<file path="config.mk">
export PLATFORM = sky130hd
export DESIGN_NAME = ssd_mul
export DESIGN_NICKNAME = d
export VERILOG_FILES = /design/src/hdl/segment_segment_distance_squared_top_defines.svh /design/src/hdl/ssd_mul.sv
export SDC_FILE = /design/constraint.sdc
export NUM_CORES = 2
export LEC_CHECK = 0
export ABC_CLOCK_PERIOD_IN_PS = 19790
export BUFFER_PORTS_ARGS = -buffer_cell sky130_fd_sc_hd__buf_2
export CAP_MARGIN = 20
export CORE_ASPECT_RATIO = 1.2
export CORE_MARGIN = 5
export CORE_UTILIZATION = 55
export CTS_CLUSTER_SIZE = 25
export DETAILED_ROUTE_END_ITERATION = 12
export PLACE_DENSITY = 0.83
export SETUP_SLACK_MARGIN = 0.3
export SYNTH_ARGS = -nofsm -noshare
export SYNTH_HDL_FRONTEND = slang
export SYNTH_SLANG_ARGS = --single-unit
</file>
<file path="constraint.sdc">
create_clock -name aclk -period 19.79 [get_ports aclk]
set_clock_uncertainty 0.05 [all_clocks]
set_input_delay 0 -clock aclk [delete_from_list [all_inputs] [get_ports aclk]]
set_output_delay 0 -clock aclk [all_outputs]
set_load 0.1 [all_outputs]
</file>
<file path="src/hdl/segment_segment_distance_squared_top_defines.svh">
// assertion macros for the top-level rtl
`ifndef SEGMENT_SEGMENT_DISTANCE_SQUARED_TOP_DEFINES_SVH
`define SEGMENT_SEGMENT_DISTANCE_SQUARED_TOP_DEFINES_SVH

`ifndef ASSERT_OFF
`define SSD_ASSERT(lbl, clk, rstn, prop) \
    lbl: assert property (@(posedge clk) disable iff (!rstn) prop) \
        else $error("ssd assertion failed");
`define SSD_ASSERT_IMPL(lbl, clk, rstn, ante, cons) \
    lbl: assert property (@(posedge clk) disable iff (!rstn) (ante) |-> (cons)) \
        else $error("ssd implication failed");
`else
`define SSD_ASSERT(lbl, clk, rstn, prop)
`define SSD_ASSERT_IMPL(lbl, clk, rstn, ante, cons)
`endif

`endif

</file>
<file path="src/hdl/ssd_mul.sv">
module ssd_mul #(
    parameter int W = 34
) (
    input  logic                  aclk,
    input  logic                  en,
    input  logic signed [W-1:0]   a,
    input  logic signed [W-1:0]   b,
    output logic signed [2*W-1:0] p
);

    // two stages: half-width partial products, then sum and sign
    localparam int LO = (W + 1) / 2;
    localparam int HI = W - LO;

    logic [W-1:0]        am;
    logic [W-1:0]        bm;
    logic [2*W-1:0]      mag;
    logic [2*LO-1:0]     ll_reg;
    logic [LO+HI-1:0]    lh_reg;
    logic [LO+HI-1:0]    hl_reg;
    logic [2*HI-1:0]     hh_reg;
    logic                neg_reg;
    logic signed [2*W-1:0] p_reg;

    always_comb begin
        am = a[W-1] ? (~a + 1'b1) : a;
        bm = b[W-1] ? (~b + 1'b1) : b;
        mag = ((2*W)'(hh_reg) << (2*LO))
            + (((2*W)'(lh_reg) + (2*W)'(hl_reg)) << LO)
            + (2*W)'(ll_reg);
    end

    always_ff @(posedge aclk) begin
        if (en) begin
            ll_reg  <= am[LO-1:0] * bm[LO-1:0];
            lh_reg  <= am[LO-1:0] * bm[W-1:LO];
            hl_reg  <= am[W-1:LO] * bm[LO-1:0];
            hh_reg  <= am[W-1:LO] * bm[W-1:LO];
            neg_reg <= a[W-1] ^ b[W-1];
            p_reg   <= neg_reg ? -$signed(mag) : $signed(mag);
        end
    end

    assign p = p_reg;

endmodule

</file>
==> metrics.md <==
| Metric | Value |
|---|---|
| Outcome | `completed` |
| Maxcap violations | `0` |
| Worst slew margin | `21.4%` |
| Gr usage total | `32.0%` |
| Worst min path class | `in2reg` |
| Drt pass-1 iters | `6` |
| Leading area contributor after synthesis | `fa_1` |
| Final setup vio count | `0` |
| CTS Sinks | `between 200 and 250` |
| Die height | `340 µm` |
| Max Clk Rate | `slightly below 0.1 GHz` |
| Synthesized area per cell | `~8.8 µm²` |
| Clock Root Buffer | `clkbuf_16` |
| Synth Flop Type | `edfxtp_1` |
| Drt drc | `0` |
| Most numerous cell in the Yosys netlist | `inv_1` |
| CTS resizes | `0` |
| DP Area | `52800 µm²` |
| EDFF count, synth | `205` |
| CTS H-tree depth | `1` |
| Final Net Count | `7202` |
| Share of the yosys chip area belonging to registers | `12.3%` |
| Cells after DPL | `6871` |
| Adder-cell area share of the yosys netlist | `48.6%` |
| Syn Std Cell Area | `49900 µm²` |
| Hold WS | `between 0.005 and 0.006 ns` |
| DRT iter0 DRCs | `~3700` |
| Final Non-Filler Cells | `roughly 6900` |
| Final TNS setup | `0 ns` |
| # IOs | `138` |
| Worst skew pair latency | `0.58 ns` |
| Post-synth cell types | `87` |
| Worst EP arrival | `10.37 ns` |
| DP Wirelength | `120 mm` |
| Mux share of post-synthesis cell area | `0.103%` |
| Largest family of logic cells by synthesized area | `adder cells` |
| Xor-xnor portion of the synthesized cell area | `around 6.6%` |
| Dominant cells by area after synthesis | `fa_1, ha_1, edfxtp_1` |
| Total overflow reported by the global router | `0` |
| Synth top area share | `36.0%` |
| Worst Max-Slew Pin Slew | `1.17 ns` |
| Async S/R FF share, synth | `0%` |
| Fillers | `between 7000 and 8000` |
| Worst Path Required | `20.04 ns` |
| DRT Wirelength | `154 mm` |
| Synth Area in Compound Gates | `7.62%` |
| Min Tclk post-route | `10.12 ns` |
| First-pass GRT wire length | `241 mm` |
| Critical path's slowest cell | `xor2_1` |
| Synthesized net count | `7120` |
| Area growth syn-to-layout | `7.29%` |
| Setup Crit Path Kind | `in2reg` |
| Count of port buffers added during placement | `137` |
| Layout cells sized above 1 | `6.66%` |
| DR vias/cell | `5.89` |
| Routed length per instance | `22.2 µm` |
| Core ar. | `90400 µm²` |
| Die X | `285 µm` |
| Die Area | `between 90000 and 100000 µm²` |
| CP Capture Type | `register` |
| Final Hold Fails | `0` |
| GP Congestion | `1.03` |
| Post-CTS Setup Bufs | `0` |
| Hold_buf cts | `0` |
| Initial antenna violation count | `13` |
| Detail Route Antenna Nets | `0` |
| CTS Buf Count | `24` |
| Vias in the first global route | `43600` |
| FF+latch count, synth | `205` |
| Yosys warns | `0` |
| RSZ-0062 raised after global routing | `no` |
| Max Root-Sink Buffers | `3` |
| CP dominant cell by count | `fa_1` |
| Worst-path clk slew | `0.06 ns` |
| Crit Path Max Fanout | `11` |
| Period Utilization, post-route | `51.1%` |
| Synth Instances | `5648` |
| Final Slew Violations | `0` |
| Rows | `around 120` |
| Vias | `40700` |
| Commonest cells in the netlist | `inv_1, fa_1, nand2_1` |
| Max reg flops | `68` |
| Clock tree from TritonCTS | `built` |
| Final Cell Area | `between 50000 and 60000 µm²` |
| Initial Utilization | `55.2%` |
| Largest net degree at the start of global routing | `74` |
| CP Launch Type | `primary input` |
| Max stage delay on crit path | `0.90 ns` |
| Simple-gate share of the synthesized area | `approximately 14%` |
==> final timing paths <==
kind | startpoint | depth (start not counted) | endpoint | slack (ns)
worst min-delay path | en | 1 | p[56] | 0.005
worst min register to register | ll_reg[0] | 0 | p[0] | 0.50
worst max register to register | hl_reg[0] | 28 | p[62] | 11.89
worst max-delay path | a[7] | 32 | hl_reg[30] | 9.67
==> final cells by class <==
cell class                      instances  area, µm²  share of cell area, %
Tap cell                             1168       1460                   2.73
Clock inverter                         14        128                  0.238
Timing Repair Buffer                  265       1660                   3.09
Clock buffer                           29        641                   1.20
Inverter                             1198       4500                   8.40
Sequential cell                       205       6160                   11.5
Multi-Input combinational cell       4036      39000                   72.8
Antenna cell                            5       12.5                 0.0234
==> layout by cell type (no fill, tap or decap), types with 128 or more instances in the layout <==
cell,netlist,routed
edfxtp_1,205,205
a21oi_1,154,154
inv_1,1197,1197
nand2_1,790,790
buf_4,0,128
fa_1,898,898
nor2_1,608,608
xnor2_1,261,228
buf_2,3,136
ha_1,504,504
==> per-stage QoR <==
stage | util (%) | worst slack, ns
6_report | 59.3 | 9.67
5_1_grt | 59.2 | 9.21
4_1_cts | 59.2 | 9.82
3_5_place_dp | 58.4 | 9.27
3_3_place_gp | 58.4 | 9.40
2_1_floorplan | - | 10.76
==> kinds of logic (layout without fill, tap and decap cells) <==
group / after synthesis / count (layout)
xor gates and xnor gates: 376 / 376
DFF: 205 / 205
buffers and inverters: 1407 / 1506
other: 0 / 5
and+or+nand+nor: 1682 / 1682
muxes: 5 / 5
adders and majority gates: 1402 / 1402
AOI/OAI and AO/OA: 571 / 571
==> metal layers <==
metal	wire, µm	track usage (%)	up-vias
li1	-	-	17600
met1	53900	38.4	19800
met3	19300	9.77	807
met4	13900	21.6	20
met2	66500	49.7	2533
met5	149	0	-
==> worst max-delay path, delay by kind of cell <==
kind | cells | cell delay [ns]
buffers and inverters | 5 | 0.37
XOR/XNOR | 2 | 1.04
AO/OA/AOI/OAI | 8 | 2.11
adder cells (fa/ha/maj) | 7 | 3.39
AND/OR/NAND/NOR | 10 | 3.42
Power is left out: the tool's default activity adds up to more than one toggle a clock period on the data nets, which glitch-free logic cannot reach.
