**src/hdl/segment_segment_distance_squared_top_defines.svh**
```systemverilog
// assertion macros for the top-level rtl
`ifndef SEGMENT_SEGMENT_DISTANCE_SQUARED_TOP_DEFINES_SVH
`define SEGMENT_SEGMENT_DISTANCE_SQUARED_TOP_DEFINES_SVH

`ifndef ASSERT_OFF
`define SSD_ASSERT(lbl, clk, rstn, prop) \
    lbl: assert property (@(posedge clk) disable iff (!rstn) prop) \
        else $error("ssd assertion failed");
`define SSD_ASSERT_IMPL(lbl, clk, rstn, ante, cons) \
    lbl: assert property (@(posedge clk) disable iff (!rstn) (ante) |-> (cons)) \
        else $error("ssd implication failed");
`else
`define SSD_ASSERT(lbl, clk, rstn, prop)
`define SSD_ASSERT_IMPL(lbl, clk, rstn, ante, cons)
`endif

`endif

```
**src/hdl/ssd_div.sv**
```systemverilog
module ssd_div #(
    parameter int W  = 35,
    parameter int FB = 16
) (
    input  logic                aclk,
    input  logic                en,
    input  logic signed [W-1:0] num,
    input  logic [W-1:0]        den,
    output logic [FB:0]         q
);

    // clamped restoring divide, one quotient bit per stage
    logic [W-1:0]  rem_reg [0:FB];
    logic [W-1:0]  den_reg [0:FB];
    logic [FB-1:0] quo_reg [0:FB];
    logic [FB:0]   zero_reg;
    logic [FB:0]   one_reg;
    logic [W:0]    sh_c [1:FB];
    logic [FB:1]   ge_c;
    logic [W-1:0]  rem_next [1:FB];

    always_comb begin
        for (int i = 1; i <= FB; i++) begin
            sh_c[i]     = {rem_reg[i-1], 1'b0};
            ge_c[i]     = sh_c[i] >= {1'b0, den_reg[i-1]};
            rem_next[i] = ge_c[i] ? W'(sh_c[i] - {1'b0, den_reg[i-1]}) : W'(sh_c[i]);
        end
    end

    always_ff @(posedge aclk) begin
        if (en) begin
            zero_reg[0] <= (num <= 0);
            one_reg[0]  <= (num > 0) && ($unsigned(num) >= den);
            rem_reg[0]  <= $unsigned(num);
            den_reg[0]  <= den;
            quo_reg[0]  <= '0;
            for (int i = 1; i <= FB; i++) begin
                rem_reg[i]  <= rem_next[i];
                den_reg[i]  <= den_reg[i-1];
                quo_reg[i]  <= {quo_reg[i-1][FB-2:0], ge_c[i]};
                zero_reg[i] <= zero_reg[i-1];
                one_reg[i]  <= one_reg[i-1];
            end
        end
    end

    always_comb begin
        if (one_reg[FB]) begin
            q = {1'b1, {FB{1'b0}}};
        end else if (zero_reg[FB]) begin
            q = '0;
        end else begin
            q = {1'b0, quo_reg[FB]};
        end
    end

endmodule

```
**config.mk**
```make
export PLATFORM = sky130hd
export DESIGN_NAME = ssd_div
export DESIGN_NICKNAME = d
export VERILOG_FILES = /design/src/hdl/segment_segment_distance_squared_top_defines.svh /design/src/hdl/ssd_div.sv
export SDC_FILE = /design/constraint.sdc
export NUM_CORES = 2
export LEC_CHECK = 0
export BUFFER_PORTS_ARGS = -buffer_cell sky130_fd_sc_hd__clkbuf_2
export CELL_PAD_IN_SITES_DETAIL_PLACEMENT = 1
export CELL_PAD_IN_SITES_GLOBAL_PLACEMENT = 1
export CORE_UTILIZATION = 49
export DETAILED_ROUTE_END_ITERATION = 7
export GPL_ROUTABILITY_DRIVEN = 0
export PLACE_DENSITY = 0.86
export SLEW_MARGIN = 20
export SYNTH_ARGS = -nofsm -noshare
export SYNTH_HDL_FRONTEND = slang
export SYNTH_SLANG_ARGS = --single-unit
```
**constraint.sdc**
```tcl
create_clock -name aclk -period 4.7 [get_ports aclk]
set_input_delay 0 -clock aclk [delete_from_list [all_inputs] [get_ports aclk]]
set_output_delay 0 -clock aclk [all_outputs]
set_load 0.02 [all_outputs]
```
==> tab_implementation.tex <==
\begin{tabular}{lr}
\hline
Metric & Value \\
\hline
\multicolumn{2}{l}{\textbf{Status}} \\
Result of the run & completed \\
\multicolumn{2}{l}{\textbf{Global route}} \\
Sum of overflow across all layers after global routing & 0 \\
First-pass GRT wire length & 320 mm \\
Antenna violations before repair & 0 \\
Number of global-route vias before repair & 60000 \\
Total GRT Usage & 0.262 \\
Maximum number of pins on one net before global-route repair & 152 \\
\multicolumn{2}{l}{\textbf{CTS}} \\
Hold\_buf cts & 136 \\
Inserted Clock Buffers & 142 \\
Clk sinks & 1290 \\
CTS tree & done \\
Buffers from clock root to sink, at most & 3 \\
Buffers inserted during post-CTS setup optimization & 0 \\
Number of instances resized during post-cts repair & 0 \\
Clock slew at reported path FFs & 0.06 ns \\
Insertion delay to the later sink of the worst-skew pair & 0.79 ns \\
CTS root buffer & clkbuf\_16 \\
Number of H-tree levels & 4 \\
\multicolumn{2}{l}{\textbf{Routing}} \\
Drt first-iter violations & 3778 \\
Length of the first detailed-routing pass in iterations & 5 \\
Mean routed wirelength per cell & 22.1 µm \\
Total wirelength of the detailed-routed design & 203 mm \\
DRC errors left & 0 \\
Via/cell ratio & 5.92 \\
Via count of the routed design & 54500 \\
Post-detailed-route count of antenna-violating nets & 0 \\
\multicolumn{2}{l}{\textbf{Setup path}} \\
Most repeated library cell on the critical path & inv\_1 \\
Number of buffers and inverters on the critical path & 3 \\
Flop-to-flop setup slack & 0.02 ns \\
Startpoint type of the worst setup path & flop \\
Critical path data arrival time & 5.20 ns \\
CP max FO & 63 \\
Slowest cell on the critical path & o41ai\_1 \\
Data required time of the worst path & 5.22 ns \\
Worst setup EP type & flop \\
CP delay by family, top & compound AO/OA/AOI/OAI gates \\
Cells traversed along the worst timing path & inv\_1, ha\_1, and4\_1, nand4\_1, o41ai\_1, a21oi\_1, o21ai\_0, nor2\_4, buf\_12, inv\_1, mux2\_2 \\
Path type of the worst setup path & reg -> reg \\
Largest stage delay, worst path & 0.99 ns \\
\multicolumn{2}{l}{\textbf{Timing}} \\
Hold Vio Cnt, Final & 0 \\
Worst setup skew after layout & 0.0332 ns \\
Actual transition at the worst max-transition pin & 1.32 ns \\
Max transition margin & 0.114 \\
Min Tclk post-route & 4.68 ns \\
Count of endpoints failing setup in the final report & 0 \\
Final slew viol count & 0 \\
Unrepaired setup endpoints after global routing & no \\
Share of the cycle needed by the critical path after routing & 0.997 \\
Highest achievable clock rate & 0.213 GHz \\
Post-layout worst setup margin & 0.0155 ns \\
Setup TNS & 0 ns \\
\multicolumn{2}{l}{\textbf{Floorplan}} \\
Count of pins on the block boundary & 89 \\
DIE AREA & 154000 µm² \\
Die extent in x & 393 µm \\
Die Y-Extent & 393 µm \\
Initial core utilization & 0.496 \\
Cell Rows & 142 \\
Core ar. & 151000 µm² \\
\multicolumn{2}{l}{\textbf{Logic synthesis}} \\
Post-synth net total & 7480 \\
Yosys warning total & 0 \\
Most used flip-flop cell after synthesis & edfxtp\_1 \\
Portion of the post-synthesis area used by sequential elements & 0.518 \\
Instance count of the mapped netlist & 6799 \\
Yosys cell types & 86 \\
Async set-reset flop share out of synthesis & 0 \\
Summed instance area of the synthesized netlist & 74700 µm² \\
EDFF count, synth & 1290 \\
Number of register bits inferred by synthesis & 1290 \\
Syn avg cell area & 11.0 µm² \\
\multicolumn{2}{l}{\textbf{Placed design}} \\
Port Buffers & 88 \\
Half-perimeter wire length after detailed placement & 142 mm \\
Post-placement setup slack & 0.447 ns \\
\multicolumn{2}{l}{\textbf{Power}} \\
Static Leak & 34.6 nW \\
Power per cell area & 685 nW/µm² \\
Worst vdd rail ir drop & 0.000345 V \\
\multicolumn{2}{l}{\textbf{Cells and area}} \\
Sequential cell area & 38700 µm² \\
Area of the multi-input gates & 32700 µm² \\
Fraction of layout cells with a size suffix above 1 & 0.0825 \\
Area added between synthesis and finish & 11.9\% \\
Post-layout util & 0.555 \\
Number of filler instances in the final layout & 15800 \\
Layout Nets & 7736 \\
\multicolumn{2}{l}{\textbf{Min path}} \\
Class of the tightest hold or removal check & in -> reg \\
\multicolumn{2}{l}{\textbf{Run}} \\
Number of max-cap violations & 0 \\
\hline
\end{tabular}
metrics by stage:
step / hold slack (ns) / cell area, µm² / instances / total power, mW
2_1_floorplan: 0.0989 / 74700 / 6799 / 38.0
3_3_place_gp: 0.193 / 77800 / 8790 / 43.6
3_5_place_dp: 0.195 / 77800 / 8790 / 45.5
4_1_cts: 0.00708 / 83600 / 9188 / 56.9
5_1_grt: 0.0110 / 83600 / 9189 / 60.5
6_report: 0.0392 / 83600 / 9191 / 57.3
cell families (layout without fill, tap and decap cells):
| logic type | Yosys count | after routing | synth area share |
|---|---|---|---|
| buffers and inverters | 895 | 1269 | 0.0459 |
| adder cells (fa/ha/maj) | 609 | 609 | 0.103 |
| AO/OA/AOI/OAI | 1840 | 1840 | 0.153 |
| flip-flops | 1290 | 1290 | 0.518 |
| multiplexers | 205 | 205 | 0.0318 |
| AND/OR/NAND/NOR | 1492 | 1492 | 0.0932 |
| XOR/XNOR | 468 | 468 | 0.0548 |
| other | 0 | 2 | 0 |
path summary, 6_finish.rpt:
check,from,to,cells after the start
hold reg to reg,quo_reg[0][247],quo_reg[0][264],0
setup reg to reg,den_reg[0][7],rem_reg[0][50],11
setup / recovery,den_reg[0][7],rem_reg[0][50],11
hold / removal,num[30],rem_reg[0][30],2
cell type report:
class	instances	area share
Tap cell	2016	0.0302
Inverter	721	0.0324
Sequential cell	1290	0.463
Clock inverter	87	0.00850
Clock buffer	175	0.0445
Multi-Input combinational cell	4614	0.391
Timing Repair Buffer	286	0.0303
Antenna cell	2	0.0000599
cells in the final DEF (no fill, tap or decap), types with 111 or more instances in the layout:
| master | netlist | final |
|---|---|---|
| a21oi_1 | 631 | 627 |
| ha_1 | 594 | 594 |
| nor2_1 | 386 | 384 |
| a21o_1 | 279 | 279 |
| dlygate4sd3_1 | 0 | 137 |
| inv_1 | 721 | 721 |
| xor2_1 | 207 | 207 |
| nand4_1 | 111 | 111 |
| o21ai_0 | 419 | 419 |
| nand3_1 | 113 | 113 |
| nand2_1 | 517 | 516 |
| clkbuf_16 | 0 | 144 |
| xnor2_1 | 261 | 261 |
| mux2_2 | 170 | 170 |
| edfxtp_1 | 1290 | 1290 |
power breakdown:
part	total [mW]	internal, mW	switching, mW
clock network	10.8	6.09	4.73
registers	18.9	17.1	1.74
logic	27.6	11.4	16.2
total	57.3	34.6	22.7
synthesized netlist by cell type, drive strengths merged, types with 72 or more instances:
cell	n	area, µm²
edfxtp	1290	38700
inv	721	2710
a21oi	632	3170
ha	594	7430
nand2	517	1940
o21ai	433	2170
nor2	389	1470
a21o	279	2090
xnor2	261	2290
xor2	207	1810
mux2	197	2290
clkbuf	134	503
nand3	113	566
nand4	111	694
o21bai	72	541
layer usage:
layer / global-route usage / part of all wire
met2: 0.506 / 0.54
met4: 0.191 / 0.079
met1: 0.250 / 0.35
met5: 0 / 0
met3: 0.0353 / 0.033
Note: power is estimated with default switching activity, not from simulation.
